File: src/design/mftr_pkg.sv
// Shared widths, reset values and register indexes for the mains fault trip relay.
`timescale 1ns / 1ps

package mftr_pkg;

  localparam int unsigned VoltW = 16;
  localparam int unsigned AmpW  = 17;
  localparam int unsigned TimeW = 32;
  localparam int unsigned CfgIdxW  = 2;
  localparam int unsigned CfgDataW = 32;

  localparam logic [VoltW-1:0] LowVoltReset  = VoltW'(2100);
  localparam logic [VoltW-1:0] HighVoltReset = VoltW'(2400);
  localparam logic [AmpW-1:0]  CurrentReset  = AmpW'(10000);
  localparam logic [TimeW-1:0] HoldReset     = TimeW'(600000);

  typedef enum logic [CfgIdxW-1:0] {
    CFG_LOW_VOLT  = 2'd0,
    CFG_HIGH_VOLT = 2'd1,
    CFG_CURRENT   = 2'd2,
    CFG_HOLD      = 2'd3
  } cfg_idx_t;

endpackage

File: src/design/mains_fault_trip_relay.sv
// Top level of the mains fault trip relay: sample register, fault logic, result register.
`timescale 1ns / 1ps

// Mains fault trip relay.
// Input channel (in_valid / in_stall) carries one mains sample a request:
// volts, amps, now_ms and test_on. Output channel (out_valid / out_stall)
// returns one result per sample: relay and buzzer state, three fault flags
// and four alert pulses.
// A sample is registered on acceptance and evaluated from the sample register
// into the result register once the output is free. One sample per cycle is
// sustained while out_stall stays low; the fault state updates once per
// sample in the evaluation cycle, which sets that figure.
// When out_stall is high with a result waiting, the result holds, the sample
// register holds its request, and in_stall rises once that register is full.
// Configuration writes (cfg_valid / cfg_ready) are always taken; cfg_ready is
// tied high. Reset loads the default limits, powers the relay, silences the
// buzzer, clears all fault flags and start times, and empties both registers.
module mains_fault_trip_relay (
  input  logic                             clk,
  input  logic                             rst,
  input  logic                             in_valid,
  output logic                             in_stall,
  input  logic [mftr_pkg::VoltW-1:0]       volts,
  input  logic [mftr_pkg::AmpW-1:0]        amps,
  input  logic [mftr_pkg::TimeW-1:0]       now_ms,
  input  logic                             test_on,
  output logic                             out_valid,
  input  logic                             out_stall,
  output logic                             relay_on,
  output logic                             buzzer_on,
  output logic                             under_flag,
  output logic                             over_v_flag,
  output logic                             over_i_flag,
  output logic                             under_alert,
  output logic                             over_v_alert,
  output logic                             over_i_alert,
  output logic                             test_trip_alert,
  input  logic                             cfg_valid,
  output logic                             cfg_ready,
  input  logic [mftr_pkg::CfgIdxW-1:0]     cfg_index,
  input  logic [mftr_pkg::CfgDataW-1:0]    cfg_data
);

  // configuration
  logic [mftr_pkg::VoltW-1:0] low_limit;
  logic [mftr_pkg::VoltW-1:0] high_limit;
  logic [mftr_pkg::AmpW-1:0]  cur_limit;
  logic [mftr_pkg::TimeW-1:0] hold_time;

  // sample register
  logic                       s1_valid;
  logic [mftr_pkg::VoltW-1:0] s1_volts;
  logic [mftr_pkg::AmpW-1:0]  s1_amps;
  logic [mftr_pkg::TimeW-1:0] s1_now;
  logic                       s1_test;

  // fault state
  logic                       under_act, over_v_act, over_i_act;
  logic [mftr_pkg::TimeW-1:0] under_since, over_v_since, over_i_since;
  logic                       relay, buzzer, was_testing;

  logic                       under_act_next, over_v_act_next, over_i_act_next;
  logic [mftr_pkg::TimeW-1:0] under_since_next, over_v_since_next, over_i_since_next;
  logic                       relay_next, buzzer_next;
  logic                       ua, ova, oia, ta;

  logic                       cond_u, cond_ov, cond_oi;
  logic                       b_under, b_over_v, b_over_i, b_relay, b_buzzer;
  logic [mftr_pkg::TimeW-1:0] b_under_since, b_over_v_since, b_over_i_since;

  logic out_free;
  logic advance;

  assign cfg_ready = 1'b1;
  assign out_free  = !out_valid || !out_stall;
  assign advance   = s1_valid && out_free;
  assign in_stall  = s1_valid && !out_free;

  always_ff @(posedge clk) begin
    if (rst) begin
      low_limit  <= mftr_pkg::LowVoltReset;
      high_limit <= mftr_pkg::HighVoltReset;
      cur_limit  <= mftr_pkg::CurrentReset;
      hold_time  <= mftr_pkg::HoldReset;
    end else if (cfg_valid && cfg_ready) begin
      case (mftr_pkg::cfg_idx_t'(cfg_index))
        mftr_pkg::CFG_LOW_VOLT:  low_limit  <= cfg_data[mftr_pkg::VoltW-1:0];
        mftr_pkg::CFG_HIGH_VOLT: high_limit <= cfg_data[mftr_pkg::VoltW-1:0];
        mftr_pkg::CFG_CURRENT:   cur_limit  <= cfg_data[mftr_pkg::AmpW-1:0];
        mftr_pkg::CFG_HOLD:      hold_time  <= cfg_data[mftr_pkg::TimeW-1:0];
        default: ;
      endcase
    end
  end

  always_ff @(posedge clk) begin
    if (rst) begin
      s1_valid <= 1'b0;
    end else if (!in_stall) begin
      s1_valid <= in_valid;
    end
    if (!in_stall && in_valid) begin
      s1_volts <= volts;
      s1_amps  <= amps;
      s1_now   <= now_ms;
      s1_test  <= test_on;
    end
  end

  always_comb begin
    cond_u  = s1_volts < low_limit;
    cond_ov = s1_volts > high_limit;
    cond_oi = s1_amps > cur_limit;

    // entering test mode starts from a clean slate
    if (s1_test && !was_testing) begin
      b_under        = 1'b0;
      b_over_v       = 1'b0;
      b_over_i       = 1'b0;
      b_under_since  = '0;
      b_over_v_since = '0;
      b_over_i_since = '0;
      b_relay        = 1'b1;
      b_buzzer       = 1'b0;
    end else begin
      b_under        = under_act;
      b_over_v       = over_v_act;
      b_over_i       = over_i_act;
      b_under_since  = under_since;
      b_over_v_since = over_v_since;
      b_over_i_since = over_i_since;
      b_relay        = relay;
      b_buzzer       = buzzer;
    end

    under_act_next    = b_under;
    over_v_act_next   = b_over_v;
    over_i_act_next   = b_over_i;
    under_since_next  = b_under_since;
    over_v_since_next = b_over_v_since;
    over_i_since_next = b_over_i_since;
    relay_next        = b_relay;
    buzzer_next       = b_buzzer;
    ua  = 1'b0;
    ova = 1'b0;
    oia = 1'b0;
    ta  = 1'b0;

    if (s1_test) begin
      if (cond_u && !b_under) begin
        under_act_next = 1'b1;
        relay_next     = 1'b0;
        buzzer_next    = 1'b1;
        ta             = 1'b1;
      end else if (!cond_u && b_under) begin
        under_act_next = 1'b0;
        relay_next     = 1'b1;
        buzzer_next    = 1'b0;
      end
    end else begin
      // raise takes a start time, clear drops it to zero
      under_act_next   = cond_u;
      under_since_next = !cond_u ? '0 : (b_under ? b_under_since : s1_now);
      over_v_act_next   = cond_ov;
      over_v_since_next = !cond_ov ? '0 : (b_over_v ? b_over_v_since : s1_now);
      over_i_act_next   = cond_oi;
      over_i_since_next = !cond_oi ? '0 : (b_over_i ? b_over_i_since : s1_now);

      ua  = cond_u  && ((s1_now - under_since_next)  >= hold_time);
      ova = cond_ov && ((s1_now - over_v_since_next) >= hold_time);
      oia = cond_oi && ((s1_now - over_i_since_next) >= hold_time);
      if (ua || ova || oia) begin
        relay_next  = 1'b0;
        buzzer_next = 1'b1;
      end
    end
  end

  always_ff @(posedge clk) begin
    if (rst) begin
      under_act    <= 1'b0;
      over_v_act   <= 1'b0;
      over_i_act   <= 1'b0;
      under_since  <= '0;
      over_v_since <= '0;
      over_i_since <= '0;
      relay        <= 1'b1;
      buzzer       <= 1'b0;
      was_testing  <= 1'b0;
      out_valid    <= 1'b0;
    end else begin
      if (advance) begin
        under_act    <= under_act_next;
        over_v_act   <= over_v_act_next;
        over_i_act   <= over_i_act_next;
        under_since  <= under_since_next;
        over_v_since <= over_v_since_next;
        over_i_since <= over_i_since_next;
        relay        <= relay_next;
        buzzer       <= buzzer_next;
        was_testing  <= s1_test;
      end
      if (out_free) begin
        out_valid <= s1_valid;
      end
    end
  end

  // result register
  always_ff @(posedge clk) begin
    if (advance) begin
      relay_on        <= relay_next;
      buzzer_on       <= buzzer_next;
      under_flag      <= under_act_next;
      over_v_flag     <= over_v_act_next;
      over_i_flag     <= over_i_act_next;
      under_alert     <= ua;
      over_v_alert    <= ova;
      over_i_alert    <= oia;
      test_trip_alert <= ta;
    end
  end

endmodule

File: config.mk
export PLATFORM = sky130hd
export DESIGN_NAME = mains_fault_trip_relay
export DESIGN_NICKNAME = d
export VERILOG_FILES = /design/src/design/mftr_pkg.sv /design/src/design/mains_fault_trip_relay.sv
export SDC_FILE = /design/constraint.sdc
export NUM_CORES = 1
export LEC_CHECK = 0
export CAP_MARGIN = 20
export CORE_MARGIN = 2
export CORE_UTILIZATION = 30
export CTS_BUF_LIST = sky130_fd_sc_hd__clkbuf_16
export DETAILED_ROUTE_END_ITERATION = 7
export DONT_BUFFER_PORTS = 1
export PLACE_DENSITY = 0.54
export REMOVE_ABC_BUFFERS = 1
export SYNTH_ARGS = -nofsm -noshare
export SYNTH_HDL_FRONTEND = slang
export SYNTH_SLANG_ARGS = --single-unit
export TNS_END_PERCENT = 10
File: constraint.sdc
create_clock -name clk -period 7.15 [get_ports clk]
set_input_delay 1.43 -clock clk [delete_from_list [all_inputs] [get_ports clk]]
set_output_delay 1.43 -clock clk [all_outputs]
set_load 0.005 [all_outputs]
==> results.ini, run 1 <==
[critical_path]
start_kind=register
endpoint_kind=register
critPathMostFrequentCell=a21o_1
max_stage_delay_ns=0.44
worst-path-buf-inv=1
crit_family=compound AO/OA/AOI/OAI gates
cp.required_ns=7.46
critPathMaxFanout=18
critPathKind=reg2reg
crit_slowest_cell=fa_1
rrSetupSlack_ns=0.44
arrival_ns=7.03

[synth]
synth_cell_types=77
yosysTopAreaCellShare_pct=20.34
muxShareOfSynthArea_pct=0
async_reset_ff_share_pct=0
yosys.area_share.simple_pct=17.44
synth-edff-count=75
synth_top_family_by_area=compound AO/OA/AOI/OAI gates
synthMostInstantiatedCell=nand2_1
synthAdderAreaFrac_pct=16.75
synth-compound-area-share_pct=24.69
yosys-top-cells-area=dfxtp_1, ha_1, edfxtp_1
synthTopCellsByCount=nand2_1, ha_1, a21oi_1
yosys.area.top_type=dfxtp_1
syn_area_sq_um=18210
yosys_warnings=0
synth_ff_type=dfxtp_1
syn_avg_cell_area_sq_um=8.421
ys_seq_area_share_pct=32.71
synth-xor-area-share_pct=3.945
ys_seq_elements=260
synthCells=2162

[cts]
path_clk_slew_ns=0.06
numCtsBuffers=31
clock_path_buffers=3
cts_hold_buffers=0
cts_tree=built
cts-htree-levels=1
clock-sinks=260
cts_root_buffer=clkbuf_16
clkLatencyLatePin_ns=0.62

[power_and_ir_drop]
finalPower_mw=4.775
p_per_area_nw_per_um2=236.3
p_leak_nw=8.300
ir_drop_v=0.0001728

[sta]
worstMarginPinSlew_ns=1.143
finalCritPeriodShare_pct=93.89
fin_ws_ns=0.4369
max_slew_margin_pct=23.79
fin_tns_setup_ns=0
layout_min_cycle_time_ns=6.713
hold_viol_final=0
maxSlewViolCount=0
max_clock_freq_mhz=149.0
setup_viol=0
worst_clock_skew_ns=0.02835

[detailed_routing]
wl_microns=58530
drt_iter0_markers=1222
via_count=16000
via_per_inst=5.458
drc=0
drtPass1Iterations=5
ant_nets=0
wl_per_cell_microns=19.97

[floorplanning]
start_util_pct=30.28
ioPinCount=117
die_y_microns=250.4
num_rows=90
die-area_sq_um=62680
core_sq_um=60130
dieWidth_microns=250.4

[global_routing]
busiest_layer=met2
grt_max_degree=165
antenna_found_initial=0
met3_usage_pct=3.201
grt_usage_pct=18.26
grt_pass1_vias=15680
use_met2_pct=30.17
use_met1_pct=23.98
grt_pass1_wl_microns=91040
overflow=0

[placed_design]
place_ws_ns=0.1203
gp_congestion=0.8933
port_buffers=0
post-place-cells=2872
dp_hpwl_microns=42760

[status]
outcome=completed

[worst_hold_path]
hold_path_class=reg2reg

[final_layout]
synthToLayoutAreaGrowth_pct=10.98
fin_nets=2471
final.fill_count=6245
stdcell_count=2931
final_layout_size_suffix_gt1_share_pct=5.444
antenna_cells=0

[flow_run]
cap_violations=0

-- tightest hold or removal path: stages, from the launching register on --
cell and delay (ns):
dfxtp_1 0.31, nand2_1 0.05, a21oi_1 0.05
-- report_power, final --
group	switching, mW	internal (mW)	total [mW]
clock network	0.689	0.963	1.65
logic	0.855	0.631	1.49
registers	0.0554	1.58	1.64
total	1.60	3.18	4.78
-- cell usage in the layout (no fill, tap or decap), types with 60 or more instances in the layout --
cell type / n
nand2_1: 308
ha_1: 239
a21oi_1: 189
dfxtp_1: 185
a21o_1: 151
nor2_1: 139
nand3_1: 124
inv_1: 117
a2bb2oi_1: 90
edfxtp_1: 75
o21ai_0: 63
xnor2_1: 60
-- worst paths after layout --
path / from / end / depth (start not counted)
worst max-delay path: s1_volts[15] / buzzer_on / 27
worst min-delay path: hold_time[5] / hold_time[5] / 2
worst max register to register: s1_volts[15] / buzzer_on / 27
worst min register to register: hold_time[5] / hold_time[5] / 2
-- final cells by class --
cell class / instances / area (sq um) / area share [%]
Clock inverter: 24 / 207.7 / 1.028
Tap cell: 782 / 978.4 / 4.843
Inverter: 112 / 420.4 / 2.081
Multi-Input combinational cell: 1688 / 11550 / 57.15
Timing Repair Buffer: 31 / 245.2 / 1.214
Clock buffer: 34 / 850.8 / 4.211
Sequential cell: 260 / 5956 / 29.48
-- sequential cells by signal (all words and copies together), names as in the netlist, 16 cells and up --
name / count
under_since: 32
s1_volts: 16
over_v_since: 32
s1_now: 32
over_i_since: 32
high_limit: 16
s1_amps: 17
hold_time: 32
low_limit: 16
cur_limit: 17
-- metrics by stage --
step / cell area (sq um) / util, % / hold WS (ns)
final: 20200 / 33.60 / 0.4547
after global routing: 20200 / 33.60 / 0.4691
after CTS: 20120 / 33.47 / 0.4498
after detailed placement: 19070 / 31.71 / 0.4419
after global placement: 19070 / 31.71 / 0.4389
after floorplan: 17820 / - / 0.4250
-- per-layer routing --
metal,part of all wire (%),up-vias
li1,-,7767
met1,44,7661
met3,6.1,107
met5,0,-
met2,46,461
met4,3.6,0
-- logic make-up (layout without fill, tap and decap cells) --
logic type	Yosys count	in the layout
other cells	1	1
compound gates	655	655
xor+xnor	82	82
fa+ha+maj	242	242
flops	260	260
simple gates	708	708
buf+inv	214	201
-- repair_timing --
action / CTS / global route
buffers inserted: 0 / 1
setup endpoints to repair: 0 / 4
gates resized for setup: 0 / 16
Power figures use the tool's default switching activity.
==> inputs of run 2 (changes only) <==
Settings changed: CORE_UTILIZATION 30 to 65, PLACE_DENSITY 0.54 to 0.91.
==> results.ini, run 2 (synthesized netlist as in run 1, its figures left out) <==
[worst_hold_path]
hold_end=hold_time[26]
hold_start=hold_time[26]
hold_path_class=reg2reg
min_path_cells=2  ; unchanged

[critical_path]
cp.required_ns=7.63  ; +0.17 ns
rr_worst_depth=27  ; unchanged
start_kind=register
rr_endpoint=buzzer
critPathKind=reg2reg
critPathMaxFanout=3  ; -15
rrSetupSlack_ns=0.32  ; -0.12 ns
endpoint_kind=register
crit_start=s1_volts[12]
rr_startpoint=s1_volts[12]
arrival_ns=7.31  ; +0.28 ns

[placed_design]
post-place-cells=2469  ; -14%
dp_hpwl_microns=37400  ; -13%
gp_congestion=1.006  ; +13%
port_buffers=0  ; unchanged

[final_layout]
final_core_util_pct=70.44  ; +37 points
synthToLayoutAreaGrowth_pct=7.189
fin_nets=2471  ; unchanged
stdcell_count=2526  ; -14%
layout_commonest_cell=nand2_1
final_cell_mix=nand2_1, ha_1, a21oi_1
final_layout_size_suffix_gt1_share_pct=4.844  ; -0.60 points

[floorplanning]
ioPinCount=117  ; unchanged
die_y_microns=171.4  ; -32%
start_util_pct=65.71  ; +35 points
num_rows=61  ; -32%
dieWidth_microns=171.4  ; -32%
die-area_sq_um=29360  ; -53%
core_sq_um=27710  ; -54%

[sta]
max_slew_margin_pct=34.71  ; +11 points
fin_tns_setup_ns=0  ; unchanged
worstMarginPinSlew_ns=0.9794  ; -0.1637 ns
setup_viol=0  ; unchanged
maxSlewViolCount=0  ; unchanged
max_clock_freq_mhz=146.4  ; -1.7%
worst_clock_skew_ns=0.02149  ; -0.006862 ns
hold_viol_final=0  ; unchanged
layout_min_cycle_time_ns=6.829  ; +0.1160 ns
finalCritPeriodShare_pct=95.51  ; +1.6 points

[cts]
cts_tree=built
path_clk_slew_ns=0.06  ; about the same
clock_path_buffers=3  ; unchanged
cts_root_buffer=clkbuf_16
clkLatencyLatePin_ns=0.57  ; -0.05 ns
numCtsBuffers=29  ; -6.5%
clock-sinks=260  ; unchanged
cts-htree-levels=1  ; unchanged

[power_and_ir_drop]
p_leak_nw=8.213  ; -1.0%
ir_drop_v=0.0001913  ; +11%
p_per_area_nw_per_um2=231.1  ; -2.2%

[detailed_routing]
via_per_inst=6.627  ; +21%
ant_nets=0  ; unchanged
via_count=16740  ; +4.7%
drc=0  ; unchanged
drtPass1Iterations=5  ; unchanged
wl_microns=52000  ; -11%
wl_per_cell_microns=20.58  ; +3.1%
drt_iter0_markers=1857  ; +52%

[status]
outcome=completed

[global_routing]
overflow=0  ; unchanged
grt_pass1_vias=15980  ; +1.9%
antenna_found_initial=0  ; unchanged
grt_max_degree=165  ; unchanged
grt_usage_pct=34.92  ; +17 points
grt_pass1_wl_microns=81930  ; -10%

[flow_run]
cap_violations=0  ; unchanged

run 2: area by class of cell:
class | instances | area, sq um
sequential | 260 | 5956
fill | 2124 | 8190
multi-input combinational | 1688 | 11540
clock buffer | 30 | 750.7
timing repair buffer | 33 | 267.8
antenna | 1 | 2.502
clock inverter | 24 | 107.6
inverter | 112 | 420.4
tap | 378 | 473.0
run 2: stage by stage:
| step | setup slack [ns] | instance area (sq um) | total power, mW | hold WS, ns |
|---|---|---|---|---|
| 2_1_floorplan | -0.4364 | 17820 | 2.734 | 0.4250 |
| 3_3_place_gp | 0.3989 | 18550 | 3.045 | 0.4376 |
| 3_5_place_dp | 0.2167 | 18550 | 3.107 | 0.4436 |
| 4_1_cts | 0.1616 | 19410 | 4.465 | 0.4513 |
| 5_1_grt | -0.01894 | 19510 | 4.742 | 0.4687 |
| 6_report | 0.3209 | 19520 | 4.510 | 0.4525 |
run 2: what timing repair did:
item | in CTS | in global routing
buffers inserted | 0 | 1
resized for setup | 0 | 15
hold buffers | 0 | 0
endpoints found under the setup margin | 0 | 5
endpoints found under the hold margin | 0 | 0
run 2: worst max-delay path: stages (launching register included):
cell and delay, ns:
edfxtp_1 0.41, ha_1 0.31, nand3_1 0.14, o221a_2 0.32
o21ai_0 0.19, a211o_1 0.20, nand2_1 0.11, a21oi_1 0.23
ha_1 0.23, inv_1 0.06, fa_1 0.42, a211oi_1 0.36
nor3_1 0.17, o21a_1 0.25, o211ai_1 0.36, o211ai_1 0.20
a21o_1 0.21, a21oi_1 0.18, xnor2_1 0.09, ha_1 0.28
nand4_1 0.11, o21ai_0 0.49, a211oi_2 0.15, o41ai_1 0.67
a211oi_2 0.09, nor3b_2 0.19, buf_4 0.15, nor3_1 0.17
run 2: worst max-delay path by stage:
| stage | slack, ns | endpoint | depth (start not counted) |
|---|---|---|---|
| after floorplan | -0.44 | buzzer_on | 24 |
| after global placement | 0.40 | buzzer_on | 29 |
| after detailed placement | 0.22 | buzzer_on | 29 |
| after CTS | 0.16 | buzzer_on | 30 |
| after global routing | -0.02 | buzzer | 27 |
| final | 0.32 | buzzer | 27 |
run 2: routing by layer:
metal | vias to the layer above | global-route usage [%] | wire length [microns]
li1 | 7762 | - | -
met3 | 174 | 5.522 | 5060
met5 | - | 0 | 0
met2 | 908 | 55.68 | 23040
met1 | 7897 | 46.39 | 21360
met4 | 0 | 16.69 | 2539
run 2: power breakdown:
group,internal [mW],leakage (nW),switching (mW)
registers,1.58,2.23,0.0537
logic,0.639,5.53,0.868
clock network,0.753,0.447,0.614
total,2.97,8.21,1.54
==> inputs of run 3 (changes only) <==
Settings changed: CORE_UTILIZATION 65 to 50, PLACE_DENSITY 0.91 to 0.75.
==> results.ini, run 3 (synthesized netlist as in run 1, its figures left out) <==
[worst_hold_path]
hold_path_class=reg2reg

[critical_path]
endpoint_kind=register
arrival_ns=7.18  ; -0.13 ns
worst-path-buf-inv=1  ; -1
crit_family=compound AO/OA/AOI/OAI gates
start_kind=register
cp.required_ns=7.47  ; -0.16 ns
critPathMostFrequentCell=a21oi_1
max_stage_delay_ns=0.69  ; +0.02 ns
critPathMaxFanout=37  ; +34
crit_slowest_cell=a311oi_1
critPathKind=reg2reg

[final_layout]
final.fill_count=3205  ; +51%
stdcell_count=2606  ; +3.2%
layout_commonest_cell=nand2_1
synthToLayoutAreaGrowth_pct=8.158
multi_input_area_sq_um=11500  ; -0.36%
final_layout_size_suffix_gt1_share_pct=4.437  ; -0.41 points
ff_latch_area_sq_um=5956  ; unchanged
fin_nets=2464  ; -0.28%
final_cell_mix=nand2_1, ha_1, a21oi_1

[cts]
clock-sinks=260  ; unchanged
clock_path_buffers=3  ; unchanged
cts_tree=built
cts_root_buffer=clkbuf_16
clkLatencyLatePin_ns=0.58  ; about the same
cts-htree-levels=1  ; unchanged
cts_hold_buffers=0  ; unchanged
numCtsBuffers=31  ; +6.9%
path_clk_slew_ns=0.06  ; about the same

[global_routing]
grt_usage_pct=27.58  ; -7.3 points
grt_pass1_vias=15560  ; -2.6%
overflow=0  ; unchanged
use_met2_pct=46.25  ; -9.4 points
antenna_found_initial=4  ; +4
grt_max_degree=165  ; unchanged
grt_pass1_wl_microns=84150  ; +2.7%
met3_usage_pct=4.928  ; -0.59 points
busiest_layer=met2
use_met1_pct=35.62  ; -11 points

[status]
outcome=completed

[floorplanning]
num_rows=69  ; +13%
dieWidth_microns=194.8  ; +14%
core_sq_um=35740  ; +29%
ioPinCount=117  ; unchanged
die_y_microns=194.8  ; +14%
start_util_pct=50.94  ; -15 points
die-area_sq_um=37950  ; +29%

[detailed_routing]
wl_per_cell_microns=20.69  ; +0.53%
drtPass1Iterations=5  ; unchanged
ant_nets=0  ; unchanged
drt_iter0_markers=1489  ; -20%
drc=0  ; unchanged
via_per_inst=6.277  ; -5.3%
via_count=16360  ; -2.3%
wl_microns=53930  ; +3.7%

[sta]
layout_min_cycle_time_ns=6.865  ; +0.03585 ns
max_slew_margin_pct=32.02  ; -2.7 points
fin_tns_setup_ns=0  ; unchanged
worstMarginPinSlew_ns=1.020  ; +0.04029 ns
max_clock_freq_mhz=145.7  ; -0.52%
setup_viol=0  ; unchanged
hold_viol_final=0  ; unchanged
whs_ns=0.4501  ; -0.002359 ns
worst_clock_skew_ns=0.01134  ; -0.01016 ns
fin_ws_ns=0.2851  ; -0.03585 ns
finalCritPeriodShare_pct=96.01  ; +0.50 points
rsz0062_at_grt=false
maxSlewViolCount=0  ; unchanged

[power_and_ir_drop]
ir_drop_v=0.0001866  ; -2.4%
p_leak_nw=8.263  ; +0.60%
p_per_area_nw_per_um2=238.1  ; +3.0%
finalPower_mw=4.689  ; +4.0%

[placed_design]
gp_congestion=0.9320  ; -7.3%
post-place-cells=2544  ; +3.0%
place_ws_ns=0.4724  ; +0.2558 ns
port_buffers=0  ; unchanged
dp_hpwl_microns=38250  ; +2.3%

[flow_run]
cap_violations=0  ; unchanged

==> run 3: cell count changes in the layout (fill, tap and decap cells not counted), moves of 3 or more <==
cell / change
clkbuf_16: +4
clkinv_1: -6
buf_4: -12
diode_2: +3
==> run 3: area by class of cell <==
class,count,area share [%]
Multi-Input combinational cell,1688,58.38
Sequential cell,260,30.25
Clock buffer,34,4.321
Tap cell,461,2.929
Inverter,112,2.135
Timing Repair Buffer,24,1.093
Clock inverter,23,0.8451
Antenna cell,4,0.05083
==> run 3: worst reg2reg max path: cells and delay by family, from the launching register on <==
kind                     cells  cell delay, ns
AO/OA/AOI/OAI               16            3.36
XOR/XNOR                     1            0.18
adder cells (fa/ha/maj)      3            0.87
buffers and inverters        1            0.30
flip-flops                   1            0.41
AND/OR/NAND/NOR              7            1.51
==> run 3: per-stage QoR <==
stage	cell area (sq um)	util [%]
2_1_floorplan	17820	-
3_3_place_gp	18580	51.97
3_5_place_dp	18630	52.11
4_1_cts	19640	54.96
5_1_grt	19690	55.09
6_report	19690	55.09
==> run 3: layer usage <==
metal	wire length, microns	part of all wire, %
met1	22970	43
met2	25190	47
met3	3985	7.4
met4	1777	3.3
met5	0	0
==> run 3: path summary, 6_finish.rpt <==
kind | start | endpoint | slack (ns) | cells after the start
min | low_limit[0] | low_limit[0] | 0.45 | 2
max | s1_volts[1] | buzzer_on | 0.29 | 28
min reg2reg | low_limit[0] | low_limit[0] | 0.45 | 2
max reg2reg | s1_volts[1] | buzzer_on | 0.29 | 28
==> run 3: timing repair <==
item                       4_1_cts  5_1_grt
resized for setup                0        3
setup endpoints to repair        0        1
setup buffers                    0        0
==> run 3: power breakdown <==
part	switching [mW]	internal [mW]	total [mW]
sequential	0.0554	1.58	1.64
combinational	0.840	0.625	1.46
clock	0.664	0.923	1.59
